===== src/hdl/ctb_pkg.sv =====
`timescale 1ns / 1ps
// ----------------------------------------------------------------------------
// Countdown timer bank package
// Shared widths, command codes and the decoded command record.
// ----------------------------------------------------------------------------
package ctb_pkg;

	localparam int CMD_W          = 2;
	localparam int ID_W           = 3;
	localparam int CNT_W          = 16;
	localparam int ID_SPAN        = 1 << ID_W;
	localparam int S_TDATA_W      = 24;
	localparam int S_TUSER_W      = CMD_W;
	localparam int M_TDATA_W      = 56;
	localparam int M_PAD_W        = M_TDATA_W - 3 - 3 * CNT_W;
	localparam int DEF_NUM_TIMERS = 8;
	localparam int DEF_SLOTS      = 5;
	localparam int Q_DEPTH        = 2;
	localparam int Q_PTR_W        = (Q_DEPTH > 1) ? $clog2(Q_DEPTH) : 1;
	localparam int Q_CNT_W        = $clog2(Q_DEPTH + 1);

	typedef enum logic [CMD_W-1:0] {
		OP_TICK  = 2'd0,
		OP_START = 2'd1,
		OP_STOP  = 2'd2,
		OP_READ  = 2'd3
	} op_t;

	typedef struct packed {
		op_t              op;
		logic             hit;
		logic [ID_W-1:0]  id;
		logic [CNT_W-1:0] load;
	} cmd_t;

endpackage


===== src/hdl/countdown_timer_bank_core.sv =====
`timescale 1ns / 1ps
// ----------------------------------------------------------------------------
// Countdown timer bank core
// Bank of 16-bit count-down timers sharing a limited pool of running slots.
// ----------------------------------------------------------------------------
// The block takes one command per transfer (tick, start, stop or read status)
// and returns exactly one status transfer for it, describing the addressed
// timer after the command. A command is accepted every cycle when the output
// is drained; it passes through the decode register and the command queue,
// and when the executor takes it from the queue it updates all timers in
// parallel and registers the status. Back pressure on the output first fills
// the two-entry queue before the input stalls.
module countdown_timer_bank_core import ctb_pkg::*; #(
	parameter int NUM_TIMERS = DEF_NUM_TIMERS,
	parameter int SLOTS      = DEF_SLOTS
) (
	input  logic                 clk,
	input  logic                 arst_n,
	input  logic                 s_tvalid,
	output logic                 s_tready,
	// timer_id[2:0], load_ticks[18:3], zero padding above
	input  logic [S_TDATA_W-1:0] s_tdata,
	// cmd[1:0]
	input  logic [S_TUSER_W-1:0] s_tuser,
	output logic                 m_tvalid,
	input  logic                 m_tready,
	// ok[0], elapsed[1], running[2], remaining[18:3], start_value[34:19],
	// elapsed_ticks[50:35], zero padding above
	output logic [M_TDATA_W-1:0] m_tdata
);

	logic push;
	cmd_t push_cmd;
	logic push_ready;
	logic q_valid;
	cmd_t q_cmd;
	logic q_pop;

	ctb_front #(
		.NUM_TIMERS(NUM_TIMERS)
	) u_front (
		.clk       (clk),
		.arst_n    (arst_n),
		.s_tvalid  (s_tvalid),
		.s_tready  (s_tready),
		.s_tdata   (s_tdata),
		.s_tuser   (s_tuser),
		.push      (push),
		.push_cmd  (push_cmd),
		.push_ready(push_ready)
	);

	ctb_queue u_queue (
		.clk       (clk),
		.arst_n    (arst_n),
		.push      (push),
		.push_cmd  (push_cmd),
		.push_ready(push_ready),
		.pop       (q_pop),
		.q_valid   (q_valid),
		.q_cmd     (q_cmd)
	);

	ctb_back #(
		.NUM_TIMERS(NUM_TIMERS),
		.SLOTS     (SLOTS)
	) u_back (
		.clk     (clk),
		.arst_n  (arst_n),
		.q_valid (q_valid),
		.q_cmd   (q_cmd),
		.q_pop   (q_pop),
		.m_tvalid(m_tvalid),
		.m_tready(m_tready),
		.m_tdata (m_tdata)
	);

endmodule


===== src/hdl/ctb_front.sv =====
`timescale 1ns / 1ps
// ----------------------------------------------------------------------------
// Countdown timer bank front end
// Accepts commands, decodes them and checks the timer id, then hands them on.
// ----------------------------------------------------------------------------
module ctb_front import ctb_pkg::*; #(
	parameter int NUM_TIMERS = DEF_NUM_TIMERS
) (
	input  logic                 clk,
	input  logic                 arst_n,
	input  logic                 s_tvalid,
	output logic                 s_tready,
	input  logic [S_TDATA_W-1:0] s_tdata,
	input  logic [S_TUSER_W-1:0] s_tuser,
	output logic                 push,
	output cmd_t                 push_cmd,
	input  logic                 push_ready
);

	logic v_s1;
	cmd_t cmd_s1;
	cmd_t dec;

	always_comb begin
		dec.op   = op_t'(s_tuser);
		dec.id   = s_tdata[ID_W-1:0];
		dec.load = s_tdata[ID_W+CNT_W-1:ID_W];
		dec.hit  = (int'(s_tdata[ID_W-1:0]) < NUM_TIMERS);
	end

	assign s_tready = !v_s1 || push_ready;
	assign push     = v_s1;
	assign push_cmd = cmd_s1;

	always_ff @(posedge clk or negedge arst_n) begin
		if (!arst_n) begin
			v_s1 <= 1'b0;
		end else if (s_tvalid && s_tready) begin
			v_s1 <= 1'b1;
		end else if (push_ready) begin
			v_s1 <= 1'b0;
		end
	end

	always_ff @(posedge clk) begin
		if (s_tvalid && s_tready) begin
			cmd_s1 <= dec;
		end
	end

endmodule


===== src/hdl/ctb_queue.sv =====
`timescale 1ns / 1ps
// ----------------------------------------------------------------------------
// Countdown timer bank command queue
// Short FIFO of decoded commands between the front end and the executor.
// ----------------------------------------------------------------------------
module ctb_queue import ctb_pkg::*; (
	input  logic clk,
	input  logic arst_n,
	input  logic push,
	input  cmd_t push_cmd,
	output logic push_ready,
	input  logic pop,
	output logic q_valid,
	output cmd_t q_cmd
);

	cmd_t               mem_q [Q_DEPTH];
	logic [Q_PTR_W-1:0] wr_ptr_q;
	logic [Q_PTR_W-1:0] rd_ptr_q;
	logic [Q_CNT_W-1:0] count_q;
	logic               do_push;
	logic               do_pop;

	assign push_ready = (count_q != Q_CNT_W'(Q_DEPTH));
	assign q_valid    = (count_q != '0);
	assign q_cmd      = mem_q[rd_ptr_q];
	assign do_push    = push && push_ready;
	assign do_pop     = pop && q_valid;

	function automatic logic [Q_PTR_W-1:0] next_ptr(input logic [Q_PTR_W-1:0] p);
		next_ptr = (p == Q_PTR_W'(Q_DEPTH - 1)) ? '0 : p + Q_PTR_W'(1);
	endfunction

	always_ff @(posedge clk or negedge arst_n) begin
		if (!arst_n) begin
			wr_ptr_q <= '0;
			rd_ptr_q <= '0;
			count_q  <= '0;
		end else begin
			if (do_push) begin
				wr_ptr_q <= next_ptr(wr_ptr_q);
			end
			if (do_pop) begin
				rd_ptr_q <= next_ptr(rd_ptr_q);
			end
			if (do_push && !do_pop) begin
				count_q <= count_q + Q_CNT_W'(1);
			end else if (do_pop && !do_push) begin
				count_q <= count_q - Q_CNT_W'(1);
			end
		end
	end

	always_ff @(posedge clk) begin
		if (do_push) begin
			mem_q[wr_ptr_q] <= push_cmd;
		end
	end

endmodule


===== src/hdl/ctb_back.sv =====
`timescale 1ns / 1ps
// ----------------------------------------------------------------------------
// Countdown timer bank executor
// Holds the timers and the slot count, executes one command per transfer
// and registers the addressed timer's status for the output stream.
// ----------------------------------------------------------------------------
module ctb_back import ctb_pkg::*; #(
	parameter int NUM_TIMERS = DEF_NUM_TIMERS,
	parameter int SLOTS      = DEF_SLOTS
) (
	input  logic                 clk,
	input  logic                 arst_n,
	input  logic                 q_valid,
	input  cmd_t                 q_cmd,
	output logic                 q_pop,
	output logic                 m_tvalid,
	input  logic                 m_tready,
	output logic [M_TDATA_W-1:0] m_tdata
);

	localparam int NT = (NUM_TIMERS < ID_SPAN) ? NUM_TIMERS : ID_SPAN;
	localparam int SW = $clog2(SLOTS + 1);

	logic [CNT_W-1:0]     cnt_q [NT];
	logic [CNT_W-1:0]     val_q [NT];
	logic [NT-1:0]        run_q;
	logic [SW-1:0]        slots_q;
	logic                 m_tvalid_q;
	logic [M_TDATA_W-1:0] m_tdata_q;

	logic [CNT_W-1:0] cnt_n [NT];
	logic [CNT_W-1:0] val_n [NT];
	logic [NT-1:0]    run_n;
	logic [NT-1:0]    sel;
	logic [SW-1:0]    slots_n;
	logic [SW-1:0]    freed;
	logic [CNT_W-1:0] cur_cnt;
	logic             cur_run;
	logic             claim;
	logic             rel;
	logic             ok;
	logic [CNT_W-1:0] res_cnt;
	logic [CNT_W-1:0] res_val;
	logic             res_run;

	always_comb begin
		cur_cnt = '0;
		cur_run = 1'b0;
		for (int t = 0; t < NT; t++) begin
			sel[t]  = q_cmd.hit && (q_cmd.id == ID_W'(t));
			cur_cnt = cur_cnt | (cnt_q[t] & {CNT_W{sel[t]}});
			cur_run = cur_run | (run_q[t] & sel[t]);
		end

		claim = 1'b0;
		rel   = 1'b0;
		ok    = 1'b1;
		unique case (q_cmd.op)
			OP_START: begin
				if (!q_cmd.hit) begin
					ok = 1'b0;
				end else if ((cur_cnt == '0) && !cur_run) begin
					if (slots_q < SW'(SLOTS)) begin
						claim = 1'b1;
					end else begin
						ok = 1'b0;
					end
				end
			end
			OP_STOP: begin
				if (q_cmd.hit && cur_run) begin
					rel = 1'b1;
				end else begin
					ok = 1'b0;
				end
			end
			OP_TICK, OP_READ: begin
			end
		endcase

		freed   = '0;
		res_cnt = '0;
		res_val = '0;
		res_run = 1'b0;
		for (int t = 0; t < NT; t++) begin
			cnt_n[t] = cnt_q[t];
			val_n[t] = val_q[t];
			run_n[t] = run_q[t];
			if ((q_cmd.op == OP_TICK) && run_q[t]) begin
				cnt_n[t] = cnt_q[t] - CNT_W'(1);
				if (cnt_q[t] == CNT_W'(1)) begin
					run_n[t] = 1'b0;
					freed    = freed + SW'(1);
				end
			end
			if ((q_cmd.op == OP_START) && sel[t]) begin
				cnt_n[t] = q_cmd.load;
				val_n[t] = q_cmd.load;
				if (claim) begin
					run_n[t] = 1'b1;
				end
			end
			if (rel && sel[t]) begin
				run_n[t] = 1'b0;
				cnt_n[t] = '0;
			end
			res_cnt = res_cnt | (cnt_n[t] & {CNT_W{sel[t]}});
			res_val = res_val | (val_n[t] & {CNT_W{sel[t]}});
			res_run = res_run | (run_n[t] & sel[t]);
		end
		slots_n = slots_q + SW'(claim) - SW'(rel) - freed;
	end

	assign q_pop    = q_valid && (!m_tvalid_q || m_tready);
	assign m_tvalid = m_tvalid_q;
	assign m_tdata  = m_tdata_q;

	always_ff @(posedge clk or negedge arst_n) begin
		if (!arst_n) begin
			cnt_q      <= '{default: '0};
			val_q      <= '{default: '0};
			run_q      <= '0;
			slots_q    <= '0;
			m_tvalid_q <= 1'b0;
		end else begin
			if (q_pop) begin
				cnt_q   <= cnt_n;
				val_q   <= val_n;
				run_q   <= run_n;
				slots_q <= slots_n;
			end
			if (q_pop) begin
				m_tvalid_q <= 1'b1;
			end else if (m_tready) begin
				m_tvalid_q <= 1'b0;
			end
		end
	end

	always_ff @(posedge clk) begin
		if (q_pop) begin
			m_tdata_q <= {{M_PAD_W{1'b0}}, res_val - res_cnt, res_val, res_cnt,
				res_run, q_cmd.hit && (res_cnt == '0), ok};
		end
	end

endmodule

===== config.mk =====
export PLATFORM = sky130hd
export DESIGN_NAME = countdown_timer_bank_core
export DESIGN_NICKNAME = d
export VERILOG_FILES = /design/src/hdl/ctb_pkg.sv /design/src/hdl/countdown_timer_bank_core.sv /design/src/hdl/ctb_front.sv /design/src/hdl/ctb_queue.sv /design/src/hdl/ctb_back.sv
export SDC_FILE = /design/constraint.sdc
export NUM_CORES = 1
export LEC_CHECK = 0
export ABC_CLOCK_PERIOD_IN_PS = 12200
export BUFFER_PORTS_ARGS = -buffer_cell sky130_fd_sc_hd__buf_2
export CAP_MARGIN = 20
export CORE_MARGIN = 2
export CORE_UTILIZATION = 30
export CTS_CLUSTER_SIZE = 28
export DETAILED_ROUTE_END_ITERATION = 6
export PLACE_DENSITY_LB_ADDON = 0.12
export SLEW_MARGIN = 40
export SYNTH_ARGS = -nofsm -noshare
export SYNTH_HDL_FRONTEND = slang
export SYNTH_HIERARCHICAL = 1
export SYNTH_SLANG_ARGS = --single-unit

===== constraint.sdc =====
create_clock -name clk -period 12.2 [get_ports clk]
set_clock_uncertainty 0.15 [all_clocks]
set_input_delay 1.22 -clock clk [delete_from_list [all_inputs] [get_ports clk]]
set_output_delay 1.22 -clock clk [all_outputs]
set_load 0.03 [all_outputs]

Yosys cells after proc, flatten, opt, wreduce, memory -nomap -nowiden
Memories as Yosys holds them, arrays and structs flattened.
Index checks and enable logic that the tools add are counted.
Word-level totals
  RAM bits: 42
  memories kept: 1
  output and inout bits: 58
  memory bits (read-only): 0
  logic and storage cells: 308
  input port bits: 30
  flip-flop bits (word level): 345
  bits in latches: 0
Cells by class
  bitwise operators: 75
  equal/unequal tests: 18
  mux-type cells: 107
  shift-type cells: 0
  magnitude comparators: 1
  reduce and logical (&&, ||, !) cells: 56
  add/sub/neg operators: 23
  div/mod/pow operators: 0
  multipliers: 0
Memories
  u_queue.mem_q: words 2, bits a word 21, rd ports 1, clocked after memory_dff 0, write ports 1, RTL line ctb_queue.sv:17  | cmd_t mem_q [Q_DEPTH];
Operators with widths (number)
  2-to-1 mux 16 bit: 32
  bitwise AND 16 bit: 24
  OR 16 bit: 21
  equality test 16 x 1 -> 1 bit, second input constant: 8
  subtractor 16 x 1 -> 16 bit, second input constant: 8
  2-to-1 mux 1 bit: 57
  2-to-1 mux 3 bit: 15
  zero test 16 bit: 2
  logical AND 1 bit: 31
  adder 3 x 1 -> 3 bit, second input constant: 7
  bitwise AND 1 bit: 16
  subtractor 16 bit: 1
  OR 1 bit: 14
  equality test 3 bit, second input constant: 4
  logical AND 1 bit, first input constant: 10
  nonzero test 2 bit: 4
  equality test 3 x 2 -> 1 bit, second input constant: 2
  zero test 1 bit: 5
  2-to-1 mux 2 bit: 2
  adder 3 x 1 -> 3 bit: 1
  equality test 3 x 1 -> 1 bit, second input constant: 1
  zero test 3 bit: 1
  < comparator 3 bit, second input constant: 1
  subtractor 3 x 1 -> 3 bit: 1
  other kinds (10): 12

Logic depth before layout (Yosys ltp)
Gate-level depths: netlist (run 1).
An unclocked memory read counts as a cell.
  depth in word-level cells: 27
  gate-level depth with buffers: 32
  depth with buffers taken out: 30

Modules after synthesis
Netlist (run 1), hierarchy kept.
Modules (own cells, without submodules)
  ctb_back: area each 20667.3 um2, cells each 2327, instances 1, sequential area each 8237.9 um2
  ctb_queue: area each 1788.0 um2, cells each 86, instances 1, sequential area each 1421.4 um2
  ctb_front: area each 695.7 um2, cells each 27, instances 1, sequential area each 655.6 um2

Worst setup path after synthesis (run 1)
No wires, ideal clock.
  path type: register -> register
  from: register u_queue.rd_ptr_q
  to: register u_back.slots_q[2]
  setup time: 131 ps
  cell stages (with the launch flop): 33
  arrival: 7256 ps
  required time: 11919 ps
  setup slack: 4662 ps
  period minus slack after synthesis: 7538 ps
  path buffers: 2
  cell sequence: dfrtp_1 > buf_6 > mux2_2 > inv_1 > ha_1 > buf_2 > nor4b_1 > nand3b_1 > nor4_1 > and2_1 > ha_1 > mux2_2 > ha_1 > mux2_4 > ha_1 > mux2_4 > ha_1 > mux2_4 > ha_1 > mux2_4 > ha_1 > mux2_4 > ha_1 > mux2i_4 > fa_1 > ha_1 > xor2_1 > xnor2_1 > xnor2_1 > xnor2_1 > xnor2_1 > xnor2_1 > o21ai_1
RTL lines
  start: declaration: RTL line ctb_queue.sv:19  | logic [Q_PTR_W-1:0] rd_ptr_q;
  start signal: assignment: RTL line ctb_queue.sv:44  | rd_ptr_q <= next_ptr(rd_ptr_q);
  end signal: assignment: RTL line ctb_back.sv:130  | slots_q <= slots_n;
  end: declaration: RTL line ctb_back.sv:27  | logic [SW-1:0] slots_q;

==> results of run 1 <==
## synth_stat cells, drive strengths merged (21+ instances only)
library cell  count
nand2           275
dfrtp           273
o21ai           201
clkbuf          166
nor2            163
mux2            143
a21oi           118
edfxtp          116
nor3             92
xnor2            89
a22oi            66
nand3            55
inv              54
xor2             48
nor4             46
ha               44
a22o             42
o31ai            42
buf              27
a31oi            26
nand4            23
o41ai            23
mux2i            21
## through the flow
stage	utilization (%)	total power [uW]	cell area, sq um
final	34.5	7800	26300
after global routing	34.5	8260	26300
after CTS	34.5	7800	26300
after detailed placement	32.2	6230	24600
after global placement	32.2	6180	24500
after floorplan	-	4770	23200
## worst max-delay path, delay by kind of cell (launching register included)
| family | cells | cell delay [ns] |
|---|---|---|
| AOI/OAI and AO/OA | 1 | 0.07 |
| and+or+nand+nor | 4 | 1.19 |
| buffers and inverters | 1 | 0.08 |
| muxes | 8 | 2.27 |
| DFF | 1 | 0.58 |
| xor gates and xnor gates | 6 | 0.97 |
| adders and majority gates | 10 | 2.99 |
## power by group through the flow
stage / Sequential, uW / Clock [uW] / Combinational (uW)
finish: 2440 / 1530 / 3840
global route: 2500 / 1630 / 4130
CTS: 2430 / 1570 / 3800
detailed placement: 2450 / 0 / 3780
global placement: 2430 / 0 / 3760
floorplan: 2420 / 0 / 2350
## worst max path at each step
stage | to | slack [ns] | cells past startpoint
finish | u_back/slots_q[2]$_DFFE_PN0P_ | 3.71 | 30
CTS | u_back/slots_q[2]$_DFFE_PN0P_ | 3.75 | 30
detailed placement | u_back/slots_q[2]$_DFFE_PN0P_ | 3.80 | 30
global route | u_back/slots_q[2]$_DFFE_PN0P_ | 3.41 | 30
floorplan | u_back/slots_q[2]$_DFFE_PN0P_ | 4.66 | 32
global placement | u_back/slots_q[2]$_DFFE_PN0P_ | 3.81 | 30
## state kept, by name (all words and copies together), names as in the netlist, 2 cells and up
| signal | flops |
|---|---|
| u_queue/count_q | 2 |
| u_back/slots_q | 3 |
| u_front/push_cmd | 21 |
| u_back/val_q | 128 |
| u_back/cnt_q | 128 |
| u_back/run_q | 8 |
| u_queue/mem_q | 44 |
| u_back/m_tdata | 51 |
## placed cells by master, fill, tap and decap left out, types with 10 or more instances in the layout
cell type    n
xor2_1      48
or3_1       20
o31ai_1     42
a22o_1      42
o21ai_0    197
or4_1       16
o41ai_1     23
edfxtp_1   116
nand3_1     54
a22oi_1     66
and3_1      14
mux2i_1     20
clkinv_2    10
nor4_1      42
and2_1      10
ha_1        44
mux2_2     137
buf_4       52
buf_2       76
nand2_1    265
nor2_2      11
inv_1       54
nand4_1     23
nor3_1      91
a31oi_1     25
dfrtp_1    273
clkbuf_16   49
a211oi_1    14
xnor2_1     88
o22ai_1     20
o211ai_1    18
nor2_1     152
clkbuf_1    10
nand2b_1    11
a21oi_1    118
## layout make-up
class | count | area, sq um
fillers | 7814 | 49900
multi-input cells | 1806 | 12000
flip-flops and latches | 389 | 10300
clock buffers | 67 | 1370
well taps | 1030 | 1290
repair buffers | 132 | 820
clock inverters | 23 | 312
inverters | 56 | 213
diodes | 1 | 2.50
## cell families after synthesis
kind of cell	Yosys count	share of synthesized area, %
compound gates	662	18.6
xor+xnor	137	5.22
fa+ha+maj	47	2.64
buf+inv	249	4.24
flops	389	44.6
mux	165	8.10
other cells	2	0.0324
simple gates	789	16.6
## metal layers
metal	share of wire (%)	vias up	wire, um	track usage (%)
met1	45	10300	43200	34.1
met2	44	829	42800	36.9
met5	0.011	-	11	0
met3	7.3	188	7110	4.62
met4	4.0	2	3930	9.44
li1	-	9004	-	-
==> results, run 1 <==
- The fraction of power consumed by sequential logic is ~31%.
- On the final layout, the worst hold slack is between 0.2 and 0.3 ns.
- The average instance in the mapped netlist occupies approximately 9.5 sq um.
- After clock tree synthesis, the flow added hold-fix buffers numbering 0.
- The run finished with clean final reports.
- The detailed router placed just over 20000 vias in this run.
- The final hold violation count is 0.
- Headroom to the max-slew limit came out at roughly a third.
- The critical-path maximum fanout is 9.
- After clock tree synthesis, the clock-pin slew on the worst setup and hold paths is about 0.06 ns.
- The worst hold path passes through 0 cells.
- The share of cells above drive strength 1 is roughly 17%.
- At the placement stage, the worst setup path has a slack of ~3.8 ns.
- In this run the critical register-to-register path is launched from u_queue/rd_ptr_q$_DFFE_PN0P_.
- The top achievable clock speed is around 120 MHz.
- The largest area contributor in the synthesized netlist is dfrtp_1.
- Of the total power, the clock network draws 19.6%.
- The category of the worst setup path launch point is a register.
- The endpoint arrival time on the critical path is slightly below 9 ns.
- The clock reaches the later pin of the worst-skew pair after 0.62 ns.
- The share of synthesized area in the top cell type comes to ~30%.
- In this run the most critical hold path is launched from u_front/push_cmd[1]$_DFFE_PP_.
- Net switching is 47.3% of the power.
- The worst setup slack after layout is 3.71 ns.
- The detailed placement HPWL is ~65000 um.
- The internal power component is 4110 uW.
- The post-CTS setup-driven buffer insertion count is 0.
- No sink is reached through more buffers than the 3 on the longest clock path.
- The initial antenna violation count was 1.
- In this run the worst setup path begins at u_queue/rd_ptr_q$_DFFE_PN0P_.
- The cell count after synthesis came out at between 2000 and 2500.
- The count of nets left with antenna violations once routing finished came out at 0.
- Setup repair after global routing left no endpoint under its margin.
- The number of port buffers is 77.
- The number of cells on the worst reg-to-reg path is 30.
- The largest vdd supply drop is ~0.11 mV.
- The library cell appearing most often on the critical path is ha_1.
- The most used flip-flop cell after synthesis is dfrtp_1.
- Once the floorplan was initialized, standard cells occupied 30.4% of the core.
- The warning count from the yosys run is 6.
- The combinational cell fraction of total power is around half.
- The delay of the slowest cell on the worst path is between 0.5 and 0.6 ns.
- The hold-critical path endpoint is u_queue/mem_q[0][1]$_DFFE_PP_.
- The power per standard cell area is ~300 nW/um^2.
- The net count of the finished layout is ~2500.
- The H-tree depth reported by CTS is 2.
- At the end of routability-driven placement, the weighted congestion stood at a little under 1.
- Buffers inserted during clock tree synthesis total 49.
- The count of non-filler cells in the finished layout is between 3000 and 4000.
- The share of the Yosys chip area taken by registers is 44.6%.
- For the worst setup path, the data required time is around 13 ns.
- The number of endpoints failing setup at the final stage is 0.
- The area of the core is roughly 76000 sq um.
- The synthesized netlist occupies a cell area of between 20000 and 25000 sq um.
- Counting flops with an async set or reset pin after synthesis yields a share of a little over two thirds.
- The root buffer cell is clkbuf_16.
- The standard-cell row count is a little over 100.
- The pin count of the biggest net entering global routing is 80.
- For flop-to-flop paths, the worst setup slack is approximately 3.7 ns.
- In the routed layout, each cell is associated on average with a via count of 5.81.
- The type of destination of the critical path is a register.
- In the routed design, unresolved DRC markers number 0.
- The sum of routed wire length over all layers is ~97000 um.
- The die is about 280 um wide.
- The quantity of gates resized following cts is 0.
- The total overflow left after global routing is 0.
- Dividing the final minimum period by the clock period gives a little over two thirds.
- Counting flops with a built-in enable in the synthesized netlist gives between 100 and 150.
- For this design the top-level I/O count stands at 88.
- The leakage power summed over all cells is approximately 0.011 uW.
- Across the run, the number of max-cap violations was 0.
- The first-pass GRT wire length is around 140000 um.
- The floorplan step defined a die boundary enclosing 79400 sq um.
- The shortest period the worst path allows is 8.49 ns.
- The number of global-route vias before repair is about 20000.
- Global routing consumed, over all layers together, approximately 24% of the routing resources.
- The die is 282 um tall.
- The post-synthesis to final-layout area growth is 13.5%.
- The final max-slew violation count was 0.
- In this run, synthesis produced a sequential element count of just under 400.
- The clock net in this run drives a total of roughly 390 sinks.
- Ranked by total cell area, the synthesized netlist is headed by dfrtp_1 30%, edfxtp_1 15%, mux2_2 6.7%.
- The reported net switching power is around 3700 uW.
- Dividing the detail-routed wire length by the instance count gives 27.7 um.
- The placed cell count is 3413.
- The setup path with the least slack is of type reg -> reg.
- The clock tree from TritonCTS is done.
- Among all stages on the critical path, the largest delay is contributed by dfrtp_1.
- The netlist uses 93 different library cells.
- The length of the first detailed-routing pass in iterations is 7.
- The worst hold path belongs to the class reg -> reg.
- The count of routing violations after the opening detailed-route iteration is a little over 2000.
- For the final routed database, the setup TNS stands at 0 ns.
- The transition time of the tightest slew-check pin is a little under 1 ns.
- The endpoint of the lowest-slack register-to-register path is u_back/slots_q[2]$_DFFE_PN0P_.
No activity file was read; power rests on OpenSTA's default activity.
==> run 2: changes to the inputs <==
- ABC_CLOCK_PERIOD_IN_PS: 12200 -> 7200
- clock period: 12.2 -> 7.2 ns (I/O delays scaled with it)
==> run 2 against run 1 <==
- sequential power grew 67%
- register-to-register slack worse by 3.7 ns
- largest power group unchanged
- wire length rose by 3.8%
- global-route usage rose by 0.97 points
- combinational power up 79%
- non-clock buffer count up 64
- power rose by 73%
- die area stayed put
- sequential cell count stayed put
- largest cell class unchanged
- critical path depth did not move
- critical path type unchanged
- setup slack worse by 3.7 ns
==> results, run 2 (synthesis gave the netlist of run 1 again) <==
- The flow ran to the end, and the final reports show no timing, DRC or antenna violations.
- The library cell appearing most often on the critical path is ha_4.
- The setup path with the least slack is of type reg -> reg.
- The final max-slew violation count was 0 (unchanged).
- Setup repair after global routing could not meet its margin everywhere.
- The end-of-flow core utilization is 35.3% (+0.79 points).
- The cell depth of the worst hold path is 1 (+1).
- The sum of routed wire length over all layers is 101000 um (+3.8%).
- The total power is 13500 uW (+73%).
- STA classifies the critical path endpoint as a register.
- The final hold violation count is 0 (unchanged).
- The routability congestion estimate from global placement was 0.993 (+2.5%).
- The endpoint required time on the critical path is 7.53 ns (-4.99 ns).
- The transition time of the tightest slew-check pin is 0.900 ns (-0.0778 ns).
- The leakage power summed over all cells is 0.0110 uW (+2.6%).
- The share of cells above drive strength 1 is 19.0% (+2.4 points).
- The top achievable clock speed was 139 MHz (+18%).
- The detailed placement HPWL is 70400 um (+7.9%).
- The endpoint of the lowest-slack register-to-register path is u_back/slots_q[2]$_DFFE_PN0P_.
- The critical-path maximum fanout is 4 (-5).
- The hold-critical path endpoint is u_front/push_cmd[21]$_DFFE_PP_.
- The detailed-route DRC error count is 0 (unchanged).
- The count of routing violations after the opening detailed-route iteration is 2180 (+7.0%).
- The number of clock sinks seen by CTS is 389 (unchanged).
- The number of global-route vias before repair is 20000 (+1.4%).
- The classification of the worst-slack hold path is in -> reg.
- The area growth from synthesis to layout is 16.1%.
- The length of the first detailed-routing pass in iterations is 5 (-2).
- The worst register-to-register path begins at u_queue/rd_ptr_q$_DFFE_PN0P_.
- The worst hold slack is 0.124 ns (-0.170 ns).
- The endpoint arrival time on the critical path was 7.52 ns (-1.28 ns).
- The initial standard-cell utilization of the core was 30.4% (unchanged).
- The number of vias in the routed layout was 20700 (+1.8%).
- The number of endpoints failing setup at the final stage is 0 (unchanged).
- For this design, the slowest cell found on the critical path is fa_1.
- The shortest period the worst path allows is 7.19 ns (-1.29 ns).
- The initial antenna violation count is 2 (+1).
- The number of buffers on the longest clock path came to 3 (unchanged).
- The final-layout setup total negative slack is 0 ns (unchanged).
- The average detailed-routed wire length per instance is 28.2 um (+1.8%).
- The floorplan die area came to 79400 sq um (unchanged).
- The source-to-sink clock delay at the later pin of the worst-skew pair is 0.63 ns (about the same).
- The pin count of the biggest net entering global routing is 82 (+2.5%).
- The number of cells traversed by the worst register-to-register path came to 30 (unchanged).
- The remaining max-slew budget at the tightest pin came to 40.0% (+5.8 points).
- The area of the core is 76200 sq um (unchanged).
- The overall die width is 282 um (unchanged).
- The clock tree from TritonCTS is done.
- The first-pass GRT wire length was 146000 um (+3.9%).
- The clock-pin slew of the registers on the worst-case setup and hold paths is 0.07 ns (about the same).
- The cell depth of the worst setup path is 30 (unchanged).
- The count of pins on the block boundary was 88 (unchanged).
- The standard-cell row count is 101 (unchanged).
- The worst-case register-to-register setup slack is 0.008 ns (-3.71 ns).
- The H-tree depth reported by CTS is 2 (unchanged).
- The power per standard cell area came to 501 nW/um^2 (+69%).
- The die height is 282 um (unchanged).
- The number of nets with antenna violations after detailed routing came to 0 (unchanged).
- Leaving out fill and tap cells, the most frequent cell in the layout is dfrtp_1.
- The worst setup path is launched from a register.
- The net count of the finished layout came to 2575 (+2.5%).
- The number of vias per cell after detailed routing came to 5.80 (about the same).
- The max-cap violation count is 0 (unchanged).
- The cell family with the largest share of critical-path delay is adder cells.
- The origin of the worst min-delay path is s_tuser[1].
- The overall global routing resource usage is 25.3% (+0.97 points).
- Leaving out fill and tap cells, the most frequent cells in the layout are 272 x dfrtp_1, 267 x nand2_1, 195 x o21ai_0, 153 x nor2_1, 135 x mux2_2.
- The delay of the slowest cell on the worst path is 0.51 ns (-0.07 ns).
- The root buffer cell is clkbuf_16.
- The number of buffers created by CTS was 49 (unchanged).
- The share of the cycle needed by the critical path after routing came to 99.9% (+30 points).
- The largest vdd supply drop is 0.261 mV (+140%).
- The residual overflow from global routing came to 0 (unchanged).
- The number of port buffers is 77 (unchanged).
- The number of buffer and inverter stages on the critical path was 1 (unchanged).
[run 2: cell types whose count changed in the layout (fill, tap and decap cells not counted), sizes merged]
cell,previous run,this run
buf,132,195
bufinv,6,4
clkinvlp,2,4
diode,1,3
dlygate4sd3,0,1
[run 2: cell type report]
cell class / count / area [sq um]
clock buffers: 67 / 1360
fillers: 7781 / 49300
repair buffers: 196 / 1340
diodes: 3 / 7.51
flip-flops and latches: 389 / 10300
multi-input cells: 1806 / 12100
clock inverters: 23 / 265
well taps: 1030 / 1290
inverters: 56 / 220
[run 2: worst register-to-register path: cells and delay by family (launching register included)]
family / cells / cell delay, ns
adders and majority gates: 10 / 2.42
AOI/OAI and AO/OA: 1 / 0.07
xor gates and xnor gates: 6 / 0.94
DFF: 1 / 0.43
buffers and inverters: 1 / 0.07
and+or+nand+nor: 4 / 0.90
muxes: 8 / 2.10
[run 2: worst max path at each step]
stage | end | start | slack (ns)
final | u_back/slots_q[2]$_DFFE_PN0P_ | u_queue/rd_ptr_q$_DFFE_PN0P_ | 0.008
after global routing | u_back/slots_q[2]$_DFFE_PN0P_ | u_queue/rd_ptr_q$_DFFE_PN0P_ | -0.17
after CTS | u_back/slots_q[2]$_DFFE_PN0P_ | u_queue/rd_ptr_q$_DFFE_PN0P_ | 0.01
after detailed placement | u_back/slots_q[2]$_DFFE_PN0P_ | u_queue/rd_ptr_q$_DFFE_PN0P_ | -0.13
after global placement | u_back/slots_q[2]$_DFFE_PN0P_ | u_queue/rd_ptr_q$_DFFE_PN0P_ | -0.19
after floorplan | u_back/slots_q[2]$_DFFE_PN0P_ | u_queue/rd_ptr_q$_DFFE_PN0P_ | 0.03
[run 2: routing by layer]
| layer | wire length (um) | GRT usage (%) | vias up |
|---|---|---|---|
| met2 | 43900 | 38.3 | 914 |
| met4 | 3960 | 9.86 | 0 |
| met5 | 0 | 0 | - |
| li1 | - | - | 9147 |
| met3 | 7860 | 4.76 | 187 |
| met1 | 45100 | 35.5 | 10500 |
[run 2: power by group]
group | leakage [uW] | internal [uW] | total, uW | switching (uW)
registers | 0.00474 | 3330 | 4080 | 755
clock network | 0.000788 | 1470 | 2520 | 1050
logic | 0.00546 | 2240 | 6860 | 4620
total | 0.0110 | 7040 | 13500 | 6420
[run 2: stage by stage]
| stage | instances | cell area (sq um) | setup WS (ns) |
|---|---|---|---|
| floorplan | 2444 | 23300 | 0.0297 |
| global placement | 3470 | 25100 | -0.195 |
| detailed placement | 3471 | 25100 | -0.135 |
| CTS | 3563 | 26800 | 0.0106 |
| global route | 3567 | 26900 | -0.169 |
| finish | 3570 | 26900 | 0.00803 |
[run 2: what timing repair did]
action	CTS	global route
buffers inserted	1	4
endpoints found under the setup margin	1	1
gates resized for setup	3	4
endpoints found under the hold margin	30	0
cloned	0	0
pin swaps	7	12
hold buffers	1	0
